## src/sv/kmsd_pkg.sv

```systemverilog
package kmsd_pkg;

  // Matrix geometry
  localparam int ROWS = 4;
  localparam int COLS = 4;
  localparam int ROW_W = (ROWS > 1) ? $clog2(ROWS) : 1;

  // Field widths
  localparam int COL_W      = 4;
  localparam int DRIVE_W    = 4;
  localparam int KEYS_W     = 16;
  localparam int SETTLE_W   = 8;
  localparam int DEBOUNCE_W = 16;
  localparam int INTERVAL_W = 16;
  localparam int CFG_IDX_W  = 2;
  localparam int CFG_DATA_W = 16;

  // Stream packing
  localparam int S_TDATA_W = ((COL_W + 7) / 8) * 8;
  localparam int M_PAYLOAD_W = DRIVE_W + 2 * KEYS_W;
  localparam int M_TDATA_W = ((M_PAYLOAD_W + 7) / 8) * 8;
  localparam int M_TUSER_W = 1;
  localparam int RELEASED_LSB = DRIVE_W;
  localparam int SCAN_LSB     = DRIVE_W + KEYS_W;

  // Register indexes
  localparam logic [CFG_IDX_W-1:0] REG_SETTLE   = 2'd0;
  localparam logic [CFG_IDX_W-1:0] REG_DEBOUNCE = 2'd1;
  localparam logic [CFG_IDX_W-1:0] REG_INTERVAL = 2'd2;

  // Reset values
  localparam logic [SETTLE_W-1:0]   SETTLE_RST   = 8'd1;
  localparam logic [DEBOUNCE_W-1:0] DEBOUNCE_RST = 16'd50;
  localparam logic [INTERVAL_W-1:0] INTERVAL_RST = 16'd10;

  typedef enum logic [1:0] {
    PH_IDLE,
    PH_SETTLE
  } phase_t;

  typedef struct packed {
    logic [SETTLE_W-1:0]   settle_ticks;
    logic [DEBOUNCE_W-1:0] debounce_ticks;
    logic [INTERVAL_W-1:0] scan_interval_ticks;
  } cfg_t;

  typedef struct packed {
    logic [DRIVE_W-1:0] row_drive;
    logic               release_valid;
    logic [KEYS_W-1:0]  released_keys;
    logic [KEYS_W-1:0]  current_scan;
  } result_t;

endpackage

```

## src/sv/keypad_matrix_scan_debounce_core.sv

```systemverilog
// Keypad matrix scanner with release debounce (4 rows by 4 columns).
//
// Input stream (s_*): one beat per time tick, carrying the sampled column
// levels; a low bit means the key on that column is closed.
// Output stream (m_*): exactly one beat per input beat, in order, with the
// row drive pattern for that tick, a release event flag with the released
// key mask, and the mask found by the last complete scan.
// Config port: cfg_we writes cfg_data to register cfg_index in the same
// cycle (0 settle ticks, 1 debounce ticks, 2 scan interval ticks); other
// indexes are dropped. Write only while no beat is in flight.
//
// Path: input register, then the scan step logic into the output register.
// Throughput: one beat per cycle while the output is not stalled; the scan
// state register updates once per beat in the step stage.
// Reset (rst, synchronous): both stages empty, sequencer idle, counters and
// key masks cleared, registers back to 1 / 50 / 10.
// Output stall: the output register holds its beat; the input register
// fills behind it, and s_tready drops only when both are full.
module keypad_matrix_scan_debounce_core (
  input  logic                            clk,
  input  logic                            rst,
  // config write port
  input  logic                            cfg_we,
  input  logic [kmsd_pkg::CFG_IDX_W-1:0]  cfg_index,
  input  logic [kmsd_pkg::CFG_DATA_W-1:0] cfg_data,
  // input stream
  input  logic                            s_tvalid,
  output logic                            s_tready,
  input  logic [kmsd_pkg::S_TDATA_W-1:0]  s_tdata,   // [3:0] column_levels
  // output stream
  output logic                            m_tvalid,
  input  logic                            m_tready,
  // [3:0] row_drive, [19:4] released_keys, [35:20] current_scan
  output logic [kmsd_pkg::M_TDATA_W-1:0]  m_tdata,
  output logic [kmsd_pkg::M_TUSER_W-1:0]  m_tuser    // [0] release_valid
);

  kmsd_pkg::cfg_t              cfg;
  kmsd_pkg::result_t           res;
  logic                        out_ready;
  logic                        in_valid;
  logic [kmsd_pkg::COL_W-1:0]  in_cols;
  logic                        advance;

  // step stage moves a beat on when the output register can take it
  assign advance = in_valid && out_ready;

  kmsd_cfg_regs u_cfg (
    .clk       (clk),
    .rst       (rst),
    .cfg_we    (cfg_we),
    .cfg_index (cfg_index),
    .cfg_data  (cfg_data),
    .cfg       (cfg)
  );

  kmsd_in_stage u_in (
    .clk       (clk),
    .rst       (rst),
    .s_tvalid  (s_tvalid),
    .s_tready  (s_tready),
    .s_tdata   (s_tdata),
    .out_ready (out_ready),
    .in_valid  (in_valid),
    .in_cols   (in_cols)
  );

  kmsd_scan_step u_step (
    .clk     (clk),
    .rst     (rst),
    .cfg     (cfg),
    .advance (advance),
    .in_cols (in_cols),
    .res     (res)
  );

  kmsd_out_stage u_out (
    .clk       (clk),
    .rst       (rst),
    .advance   (advance),
    .res       (res),
    .out_ready (out_ready),
    .m_tvalid  (m_tvalid),
    .m_tready  (m_tready),
    .m_tdata   (m_tdata),
    .m_tuser   (m_tuser)
  );

endmodule

```

## src/sv/kmsd_cfg_regs.sv

```systemverilog
module kmsd_cfg_regs (
  input  logic                             clk,
  input  logic                             rst,
  input  logic                             cfg_we,
  input  logic [kmsd_pkg::CFG_IDX_W-1:0]   cfg_index,
  input  logic [kmsd_pkg::CFG_DATA_W-1:0]  cfg_data,
  output kmsd_pkg::cfg_t                   cfg
);

  always_ff @(posedge clk) begin
    if (rst) begin
      cfg.settle_ticks        <= kmsd_pkg::SETTLE_RST;
      cfg.debounce_ticks      <= kmsd_pkg::DEBOUNCE_RST;
      cfg.scan_interval_ticks <= kmsd_pkg::INTERVAL_RST;
    end else if (cfg_we) begin
      unique case (cfg_index)
        kmsd_pkg::REG_SETTLE:
          cfg.settle_ticks <= cfg_data[kmsd_pkg::SETTLE_W-1:0];
        kmsd_pkg::REG_DEBOUNCE:
          cfg.debounce_ticks <= cfg_data[kmsd_pkg::DEBOUNCE_W-1:0];
        kmsd_pkg::REG_INTERVAL:
          cfg.scan_interval_ticks <= cfg_data[kmsd_pkg::INTERVAL_W-1:0];
        default: ;  // unknown index: dropped
      endcase
    end
  end

endmodule

```

## src/sv/kmsd_in_stage.sv

```systemverilog
module kmsd_in_stage (
  input  logic                          clk,
  input  logic                          rst,
  input  logic                          s_tvalid,
  output logic                          s_tready,
  input  logic [kmsd_pkg::S_TDATA_W-1:0] s_tdata,
  input  logic                          out_ready,
  output logic                          in_valid,
  output logic [kmsd_pkg::COL_W-1:0]    in_cols
);

  logic s_fire;

  assign s_tready = !in_valid || out_ready;
  assign s_fire   = s_tvalid && s_tready;

  always_ff @(posedge clk) begin
    if (rst) begin
      in_valid <= 1'b0;
    end else if (s_fire) begin
      in_valid <= 1'b1;
    end else if (out_ready) begin
      in_valid <= 1'b0;
    end
  end

  // payload, no reset
  always_ff @(posedge clk) begin
    if (s_fire) begin
      in_cols <= s_tdata[kmsd_pkg::COL_W-1:0];
    end
  end

endmodule

```

## src/sv/kmsd_scan_step.sv

```systemverilog
module kmsd_scan_step (
  input  logic                       clk,
  input  logic                       rst,
  input  kmsd_pkg::cfg_t             cfg,
  input  logic                       advance,
  input  logic [kmsd_pkg::COL_W-1:0] in_cols,
  output kmsd_pkg::result_t          res
);

  kmsd_pkg::phase_t                  phase, phase_next;
  logic [kmsd_pkg::ROW_W-1:0]        row_index, row_index_next;
  logic [kmsd_pkg::SETTLE_W-1:0]     settle_count, settle_count_next;
  logic [kmsd_pkg::INTERVAL_W-1:0]   interval_count, interval_count_next;
  logic [kmsd_pkg::KEYS_W-1:0]       scan_accum, scan_accum_next;
  logic [kmsd_pkg::KEYS_W-1:0]       held_keys, held_keys_next;
  logic [kmsd_pkg::DEBOUNCE_W-1:0]   debounce_count, debounce_count_next;
  logic [kmsd_pkg::KEYS_W-1:0]       last_scan, last_scan_next;

  logic [kmsd_pkg::DEBOUNCE_W-1:0]   dc_dec;
  logic [kmsd_pkg::INTERVAL_W-1:0]   ic_inc;
  logic [kmsd_pkg::SETTLE_W-1:0]     sc_inc;
  logic [kmsd_pkg::COLS-1:0]         pressed;
  logic [kmsd_pkg::KEYS_W-1:0]       accum_or;
  logic                              last_row;

  assign dc_dec  = (debounce_count != '0) ? debounce_count - 1'b1 : debounce_count;
  assign ic_inc  = interval_count + 1'b1;
  assign sc_inc  = settle_count + 1'b1;
  assign pressed = ~in_cols[kmsd_pkg::COLS-1:0];
  assign last_row = (row_index == kmsd_pkg::ROW_W'(kmsd_pkg::ROWS - 1));

  // key bit k belongs to row k/COLS, column k%COLS; bits past the matrix stay clear
  always_comb begin
    for (int k = 0; k < kmsd_pkg::KEYS_W; k++) begin
      if (k / kmsd_pkg::COLS < kmsd_pkg::ROWS) begin
        accum_or[k] = scan_accum[k] ||
                      ((row_index == kmsd_pkg::ROW_W'(k / kmsd_pkg::COLS)) &&
                       pressed[k % kmsd_pkg::COLS]);
      end else begin
        accum_or[k] = scan_accum[k];
      end
    end
  end

  always_comb begin
    phase_next          = phase;
    row_index_next      = row_index;
    settle_count_next   = settle_count;
    interval_count_next = interval_count;
    scan_accum_next     = scan_accum;
    held_keys_next      = held_keys;
    debounce_count_next = dc_dec;
    last_scan_next      = last_scan;
    res.release_valid   = 1'b0;
    res.released_keys   = '0;

    for (int r = 0; r < kmsd_pkg::DRIVE_W; r++) begin
      res.row_drive[r] = !((phase == kmsd_pkg::PH_SETTLE) &&
                           (r < kmsd_pkg::ROWS) &&
                           (row_index == kmsd_pkg::ROW_W'(r)));
    end

    unique case (phase)
      kmsd_pkg::PH_IDLE: begin
        interval_count_next = ic_inc;
        if (ic_inc >= cfg.scan_interval_ticks) begin
          interval_count_next = '0;
          phase_next          = kmsd_pkg::PH_SETTLE;
          row_index_next      = '0;
          settle_count_next   = '0;
          scan_accum_next     = '0;
        end
      end
      kmsd_pkg::PH_SETTLE: begin
        settle_count_next = sc_inc;
        if (sc_inc >= cfg.settle_ticks) begin
          settle_count_next = '0;
          scan_accum_next   = accum_or;
          row_index_next    = row_index + 1'b1;
          if (last_row) begin
            if (accum_or != '0) begin
              if (accum_or != held_keys) debounce_count_next = cfg.debounce_ticks;
              held_keys_next = held_keys | accum_or;
            end else begin
              if (held_keys != '0 && dc_dec == '0) begin
                res.release_valid = 1'b1;
                res.released_keys = held_keys;
              end
              held_keys_next = '0;
            end
            last_scan_next      = accum_or;
            row_index_next      = '0;
            phase_next          = kmsd_pkg::PH_IDLE;
            interval_count_next = '0;
          end
        end
      end
      default: phase_next = kmsd_pkg::PH_IDLE;
    endcase

    res.current_scan = last_scan_next;
  end

  always_ff @(posedge clk) begin
    if (rst) begin
      phase          <= kmsd_pkg::PH_IDLE;
      row_index      <= '0;
      settle_count   <= '0;
      interval_count <= '0;
      scan_accum     <= '0;
      held_keys      <= '0;
      debounce_count <= '0;
      last_scan      <= '0;
    end else if (advance) begin
      phase          <= phase_next;
      row_index      <= row_index_next;
      settle_count   <= settle_count_next;
      interval_count <= interval_count_next;
      scan_accum     <= scan_accum_next;
      held_keys      <= held_keys_next;
      debounce_count <= debounce_count_next;
      last_scan      <= last_scan_next;
    end
  end

endmodule

```

## src/sv/kmsd_out_stage.sv

```systemverilog
module kmsd_out_stage (
  input  logic                            clk,
  input  logic                            rst,
  input  logic                            advance,
  input  kmsd_pkg::result_t               res,
  output logic                            out_ready,
  output logic                            m_tvalid,
  input  logic                            m_tready,
  output logic [kmsd_pkg::M_TDATA_W-1:0]  m_tdata,
  output logic [kmsd_pkg::M_TUSER_W-1:0]  m_tuser
);

  kmsd_pkg::result_t held;

  assign out_ready = !m_tvalid || m_tready;

  always_ff @(posedge clk) begin
    if (rst) begin
      m_tvalid <= 1'b0;
    end else if (advance) begin
      m_tvalid <= 1'b1;
    end else if (m_tready) begin
      m_tvalid <= 1'b0;
    end
  end

  always_ff @(posedge clk) begin
    if (advance) begin
      held <= res;
    end
  end

  assign m_tdata = kmsd_pkg::M_TDATA_W'({held.current_scan, held.released_keys,
                                         held.row_drive});
  assign m_tuser = held.release_valid;

endmodule

```

## config.mk

```make
export PLATFORM = sky130hd
export DESIGN_NAME = keypad_matrix_scan_debounce_core
export DESIGN_NICKNAME = d
export VERILOG_FILES = /design/src/sv/kmsd_pkg.sv /design/src/sv/keypad_matrix_scan_debounce_core.sv /design/src/sv/kmsd_cfg_regs.sv /design/src/sv/kmsd_in_stage.sv /design/src/sv/kmsd_scan_step.sv /design/src/sv/kmsd_out_stage.sv
export SDC_FILE = /design/constraint.sdc
export NUM_CORES = 1
export LEC_CHECK = 0
export ABC_AREA = 1
export BUFFER_PORTS_ARGS = -buffer_cell sky130_fd_sc_hd__buf_2
export CAP_MARGIN = 15
export CORE_MARGIN = 2
export CORE_UTILIZATION = 54
export DETAILED_ROUTE_END_ITERATION = 6
export PLACE_DENSITY_LB_ADDON = 0.2
export SLEW_MARGIN = 20
export SYNTH_ARGS = -nofsm -noshare
export SYNTH_HDL_FRONTEND = slang
export SYNTH_SLANG_ARGS = --single-unit
export TNS_END_PERCENT = 100
```

## constraint.sdc

```tcl
create_clock -name clk -period 2.5 [get_ports clk]
set_input_delay 0.125 -clock clk [delete_from_list [all_inputs] [get_ports clk]]
set_output_delay 0.125 -clock clk [all_outputs]
set_load 0.1 [all_outputs]
```

==> metrics.txt, run 1 <==
status=finished, violations left; failing checks=setup timing; Req. time, crit path=2.85 ns; CP startpoint=u_step.interval_count[0]; first-pass GRT wire length=39,400 um; largest cells by area after synthesis=dfxtp_1, edfxtp_1, nand2_1, a21oi_1, ha_1; PortBufs=65; drt first pass iters=6; Max FO, Critical Path=8; Die Height=131 um; Final ANT Viol Nets=0; most frequent cells after synthesis=nand2_1, inv_1, dfxtp_1, a21oi_1, nor2_1; asr flop ratio synth=0%; leakage=5.06 nW; crit end category=flip-flop; DRC=0; via/cell ratio=5.51; Most used DFF post-synth=dfxtp_1; clk sinks=174; clock latency at the later pin of the worst-skew pair=0.43 ns; Clock Path Buffers=2; Final Non-Filler Cells=1,536; RR Startpoint=u_step.interval_count[0]; slew of the pin with the lowest slew margin=0.785 ns; vias in the first global route=8,184; highest clock rate=0.326 GHz; crit path kind=reg -> reg; Overflow after GRT=0; Sw Share=26.7%; final hold violation count=0; Sequential Power Share=47.4%; I/O pin cnt=74; Final WS setup=-0.566 ns; DP Cell Count=1,455; fin nets=1,386; ANT cells=0; most frequent cell after synthesis=nand2_1; unrepaired setup endpoints after global routing=yes; Setup crit end=u_step.interval_count[4]; Mean Syn Cell Area=7.69 um^2; Syn. warnings=0; CP arrival=3.42 ns; cell area after synthesis=8680 um^2; H-tree Lvls=4; r2r endpoint=u_step.interval_count[4]; clock root buffer=clkbuf_16; final period utilization=123%; DP Wirelength=14,900 um; DR WL/cell=16.4 um; Area growth syn-to-layout=39.9%; post-route minimum period=3.07 ns; initial core utilization=55.0%; total power=0.00625 W; Worst Reg-to-Reg Cells=19; core area=15,800 um^2; die area=17,100 um^2; Tot GR Track Use=29.8%; Worst-path clk slew=0.06 ns; setup slack, reg-to-reg=-0.57 ns; Hold Slack=0.0179 ns; Vias=8,464; Gate Count Post-Synth=1,129; layout cells sized above 1=33.0%; DRT iter0 DRCs=763; register area share after synthesis=44.9%; clock share of power=42.2%; setup violators final=124; TritonCTS clock tree=done; number of synthesized flops with an enable pin=41; Worst slew margin=47.7%; Net Switching=0.00167 W; pwr/cell area=514 nW/um^2; Max rail drop VDD=656 uV; Setup TNS Final=-40.00 ns; initial antenna violation count=0; max-slew violation count=0; Chip Width=131 um; row cnt=46; max-cap viol count=0; drt total wl=25,200 um; Yosys cell types=35; largest net degree at the start of global routing=64; area share of the largest cell type after synthesis=30.7%; Final Wtd Congestion=0.882; area leader, netlist=dfxtp_1; CTS buffer count=17; power share of the combinational group=10.3%; worst hold path type=in -> reg; #FFs+latches synth=174; Clock Skew=0.00751 ns; cell-internal power=0.00458 W; Worst setup SP type=flip-flop; Setup WS pre-CTS=-0.384 ns
-- layout make-up --
type	instances	area (um^2)
timing repair buffer	203	1720
inverter	138	553
clock buffer	18	429
multi-input combinational	771	5100
clock inverter	14	144
tap	216	270
sequential	174	3910
fill	1046	3630
timing repair inverter	2	17.5
-- cell families (layout without fill, tap and decap cells) --
kind of cell | count (synthesis) | count (layout) | synth area share [%]
other | 1 | 4 | 0.0432
flip-flops | 174 | 174 | 44.9
AND/OR/NAND/NOR | 449 | 449 | 22.1
XOR/XNOR | 29 | 29 | 2.93
adder cells (fa/ha/maj) | 48 | 48 | 6.92
AO/OA/AOI/OAI | 241 | 241 | 14.7
buffers and inverters | 187 | 375 | 8.53
-- through the flow --
stage / utilization, % / instance area [um^2]
after global routing: 77.0 / 12100
final: 77.0 / 12100
after global placement: 62.6 / 9880
after CTS: 75.1 / 11800
after floorplan: - / 8810
after detailed placement: 62.6 / 9880
-- placed cells by master, fill, tap and decap left out, types with 6 or more instances in the layout --
cell type / instances
a21oi_1: 101
a21oi_2: 19
buf_12: 10
buf_16: 7
buf_2: 65
buf_4: 96
buf_6: 11
clkbuf_16: 18
dfxtp_1: 125
dfxtp_2: 6
dlygate4sd3_1: 13
edfxtp_1: 41
ha_1: 42
inv_1: 127
inv_2: 6
nand2_1: 185
nand2_2: 26
nand2_4: 31
nand3_1: 13
nand3_2: 19
nand4_1: 21
nor2_1: 101
nor2_2: 12
nor2_4: 23
o21ai_0: 39
o21ai_1: 14
o21ai_2: 31
o21ai_4: 13
o21bai_1: 13
xor2_1: 21
-- timing repair --
action	in CTS	in global routing
resized for setup	249	74
pin swaps	67	57
gates cloned	12	1
endpoints found under the setup margin	124	124
hold buffers	13	0
hold endpoints to repair	12	0
buffers inserted	23	4
-- routing by layer --
layer	GRT usage (%)	wire, um
met5	0	0
met4	15.2	972
met3	6.15	1430
met2	51.7	12700
met1	34.8	10100
-- sequential cells by signal, summed over array words and instances, names as in the netlist --
name and flops:
u_step.settle_count 8, u_cfg.cfg 40, u_step.phase 1, u_step.row_index 2
u_in.in_cols 4, u_step.last_scan 16, u_in.in_valid 1, u_step.held_keys 16
u_step.debounce_count 16, u_step.interval_count 16, u_step.scan_accum 16, u_out.m_tvalid 1
u_out.m_tuser 1, u_out.m_tdata 36
-- critical path, cell delays in order, from the launching register on --
cell and delay [ns]:
dfxtp_2 0.35, ha_4 0.15, nand2_4 0.06, nor2_4 0.14, nand3_4 0.09, nor3_4 0.22, nand4_1 0.16, xor2_1 0.19
inv_1 0.09, ha_1 0.29, nand4_1 0.16, a21oi_1 0.06, nor2_1 0.11, nand4_1 0.12, buf_6 0.17, buf_6 0.11
nor2_4 0.15, clkbuf_16 0.19, nand2_2 0.06, a21oi_2 0.12
-- power by group through the flow --
stage / combinational, W / clock [W] / sequential (W)
2_1_floorplan: 0.000247 / 0 / 0.00319
3_3_place_gp: 0.000549 / 0 / 0.00302
3_5_place_dp: 0.000555 / 0 / 0.00303
4_1_cts: 0.000611 / 0.00264 / 0.00296
5_1_grt: 0.000690 / 0.00276 / 0.00297
6_report: 0.000645 / 0.00264 / 0.00296
-- worst min-delay path by stage --
| stage | startpoint | to | slack, ns | depth (start not counted) |
|---|---|---|---|---|
| 2_1_floorplan | s_tdata[0] | u_in.in_cols[0] | 0.22 | 0 |
| 3_3_place_gp | s_tdata[1] | u_in.in_cols[1] | 0.30 | 1 |
| 6_report | cfg_data[11] | u_cfg.cfg[11] | 0.02 | 3 |
| 4_1_cts | cfg_data[11] | u_cfg.cfg[11] | 0.006 | 3 |
| 5_1_grt | cfg_data[2] | u_cfg.cfg[34] | 0.02 | 3 |
| 3_5_place_dp | s_tdata[3] | u_in.in_cols[3] | 0.30 | 1 |
No activity file was read; power rests on OpenSTA's default activity.
==> run 2, diff against run 1 <==
--- a/config.mk
+++ b/config.mk
@@ -9,7 +9,7 @@
 export BUFFER_PORTS_ARGS = -buffer_cell sky130_fd_sc_hd__buf_2
 export CAP_MARGIN = 15
 export CORE_MARGIN = 2
-export CORE_UTILIZATION = 54
+export CORE_UTILIZATION = 46
 export DETAILED_ROUTE_END_ITERATION = 6
 export PLACE_DENSITY_LB_ADDON = 0.2
 export SLEW_MARGIN = 20
==> run 2 against run 1 <==
Effect of this change:
- the flow still finishes with violations (setup timing)
- via count decreased by 5.2%
- worst hold slack got worse by 0.0094 ns
- first-iteration DRC count decreased by 39%
- cell count increased by 1.4%
- clock power decreased by 3%
- sequential power about the same
- maximum frequency increased by 7.6%
- die area increased by 17%
- critical path depth decreased by 3
- combinational power decreased by 2%
==> metrics.txt, run 2 (synthesis gave the netlist of run 1 again) <==
ANT cells=0; Final ANT Viol Nets=0; largest net degree at the start of global routing=71; clock root buffer=clkbuf_16; TritonCTS clock tree=done; drt first pass iters=6; core area=18,600 um^2; Register Area=3900 um^2; max reg flops=40; layout cells sized above 1=30.1%; Worst-path clk slew=0.07 ns; pwr/cell area=518 nW/um^2; area occupied by multi-input gates=4850 um^2; first-pass GRT wire length=37,800 um; row cnt=50; max-slew violation count=0; status=finished, violations left; Vias=8,024; die area=20,000 um^2; Setup WS pre-CTS=-0.524 ns; Max FO, Critical Path=8; Top reg by flops=u_cfg.cfg; Max rail drop VDD=474 uV; Clock Skew=0.0109 ns; DP Wirelength=15,000 um; Tot GR Track Use=23.6%; initial core utilization=46.7%; failing checks=setup timing; DRC=0; largest stage delay on the critical path=0.35 ns; DRT iter0 DRCs=467; worst hold path type=in -> reg; Overflow after GRT=0; unrepaired setup endpoints after global routing=yes; final period utilization=114%; commonest non-fill, non-tap cell in the layout=nand2_1; slowest cell on the critical path=dfxtp_2; Req. time, crit path=2.82 ns; Final WS setup=-0.350 ns; PortBufs=65; Hold Slack=0.00850 ns; Worst setup SP type=flip-flop; Die Height=141 um; fin nets=1,389; H-tree Lvls=4; max-cap viol count=0; highest clock rate=0.351 GHz; Worst slew margin=46.1%; Area growth syn-to-layout=37.1%; Fillers=1,585; CTS buffer count=17; total power=0.00617 W; crit path kind=reg -> reg; vias in the first global route=7,851; clk sinks=174; leakage=5.03 nW; crit-path cells=ha_1 > nand3_2 > nor3b_2 > xor2_1 > ha_1 > nand2_2 > nor2_1 > nor2_2 > nand3_2 > nand2_4 > buf_6 > nor2_4 > buf_6 > buf_8 > buf_4 > o211a_1; crit end category=flip-flop; DR WL/cell=15.0 um; via/cell ratio=5.15; setup violators final=124; clock latency at the later pin of the worst-skew pair=0.43 ns; CP arrival=3.17 ns; Placed Area=9900 um^2; I/O pin cnt=74; final non-filler cell area=11,900 um^2; Chip Width=141 um; most frequent cells in the layout=nand2_1, inv_1, dfxtp_1; initial antenna violation count=0; drt total wl=23,400 um; post-route minimum period=2.85 ns; Final Wtd Congestion=0.915; final hold violation count=0; slew of the pin with the lowest slew margin=0.809 ns; final core utilization=64.1%; Clock Path Buffers=2
==> run 2: repair_timing <==
| action | in CTS | in global routing |
|---|---|---|
| endpoints found under the hold margin | 16 | 0 |
| gates resized for setup | 170 | 95 |
| setup buffers | 21 | 13 |
| hold buffers | 16 | 0 |
| gates cloned | 5 | 0 |
| pin swaps | 48 | 31 |
| endpoints found under the setup margin | 124 | 124 |
==> run 2: where the power goes <==
part	switching, W	total [W]	internal [W]
logic	0.000471	0.000633	0.000162
clock network	0.00118	0.00257	0.00139
registers	0.0000241	0.00296	0.00294
total	0.00168	0.00617	0.00449
==> run 2: metal layers <==
metal	vias to the layer above	GRT usage (%)	share of wire [%]	routed length [um]
li1	4034	-	-	-
met1	3747	28.4	43	10000
met2	197	42.9	51	11900
met3	46	3.54	3.9	911
met4	0	8.00	2.3	548
met5	-	0	0	0
==> run 2: final cells by class <==
cell class	instances	share of cell area (%)
timing repair buffer	208	14.6
multi-input combinational	771	40.8
clock buffer	18	3.61
sequential	174	32.8
tap	234	2.46
inverter	138	4.62
clock inverter	14	1.14
==> run 2: path summary, 6_finish.rpt <==
| check | slack, ns | depth (start not counted) | endpoint | start |
|---|---|---|---|---|
| setup / recovery | -0.35 | 16 | u_step.held_keys[0] | u_step.settle_count[1] |
| hold / removal | 0.009 | 3 | u_cfg.cfg[32] | cfg_data[0] |
| setup reg to reg | -0.35 | 16 | u_step.held_keys[0] | u_step.settle_count[1] |
| hold reg to reg | 0.46 | 2 | u_cfg.cfg[39] | u_cfg.cfg[39] |
==> run 2: per-stage QoR <==
step                setup TNS (ns)  cells
floorplan                    -3.67   1132
global placement            -27.95   1472
detailed placement          -35.70   1472
CTS                         -22.68   1545
global route                -52.76   1557
finish                      -33.33   1557
==> run 2: worst max-delay path, delay by kind of cell, from the launching register on <==
kind	cells	cell delay (ns)
AO/OA/AOI/OAI	1	0.19
XOR/XNOR	1	0.27
adder cells (fa/ha/maj)	2	0.49
buffers and inverters	4	0.49
flip-flops	1	0.35
AND/OR/NAND/NOR	8	0.95
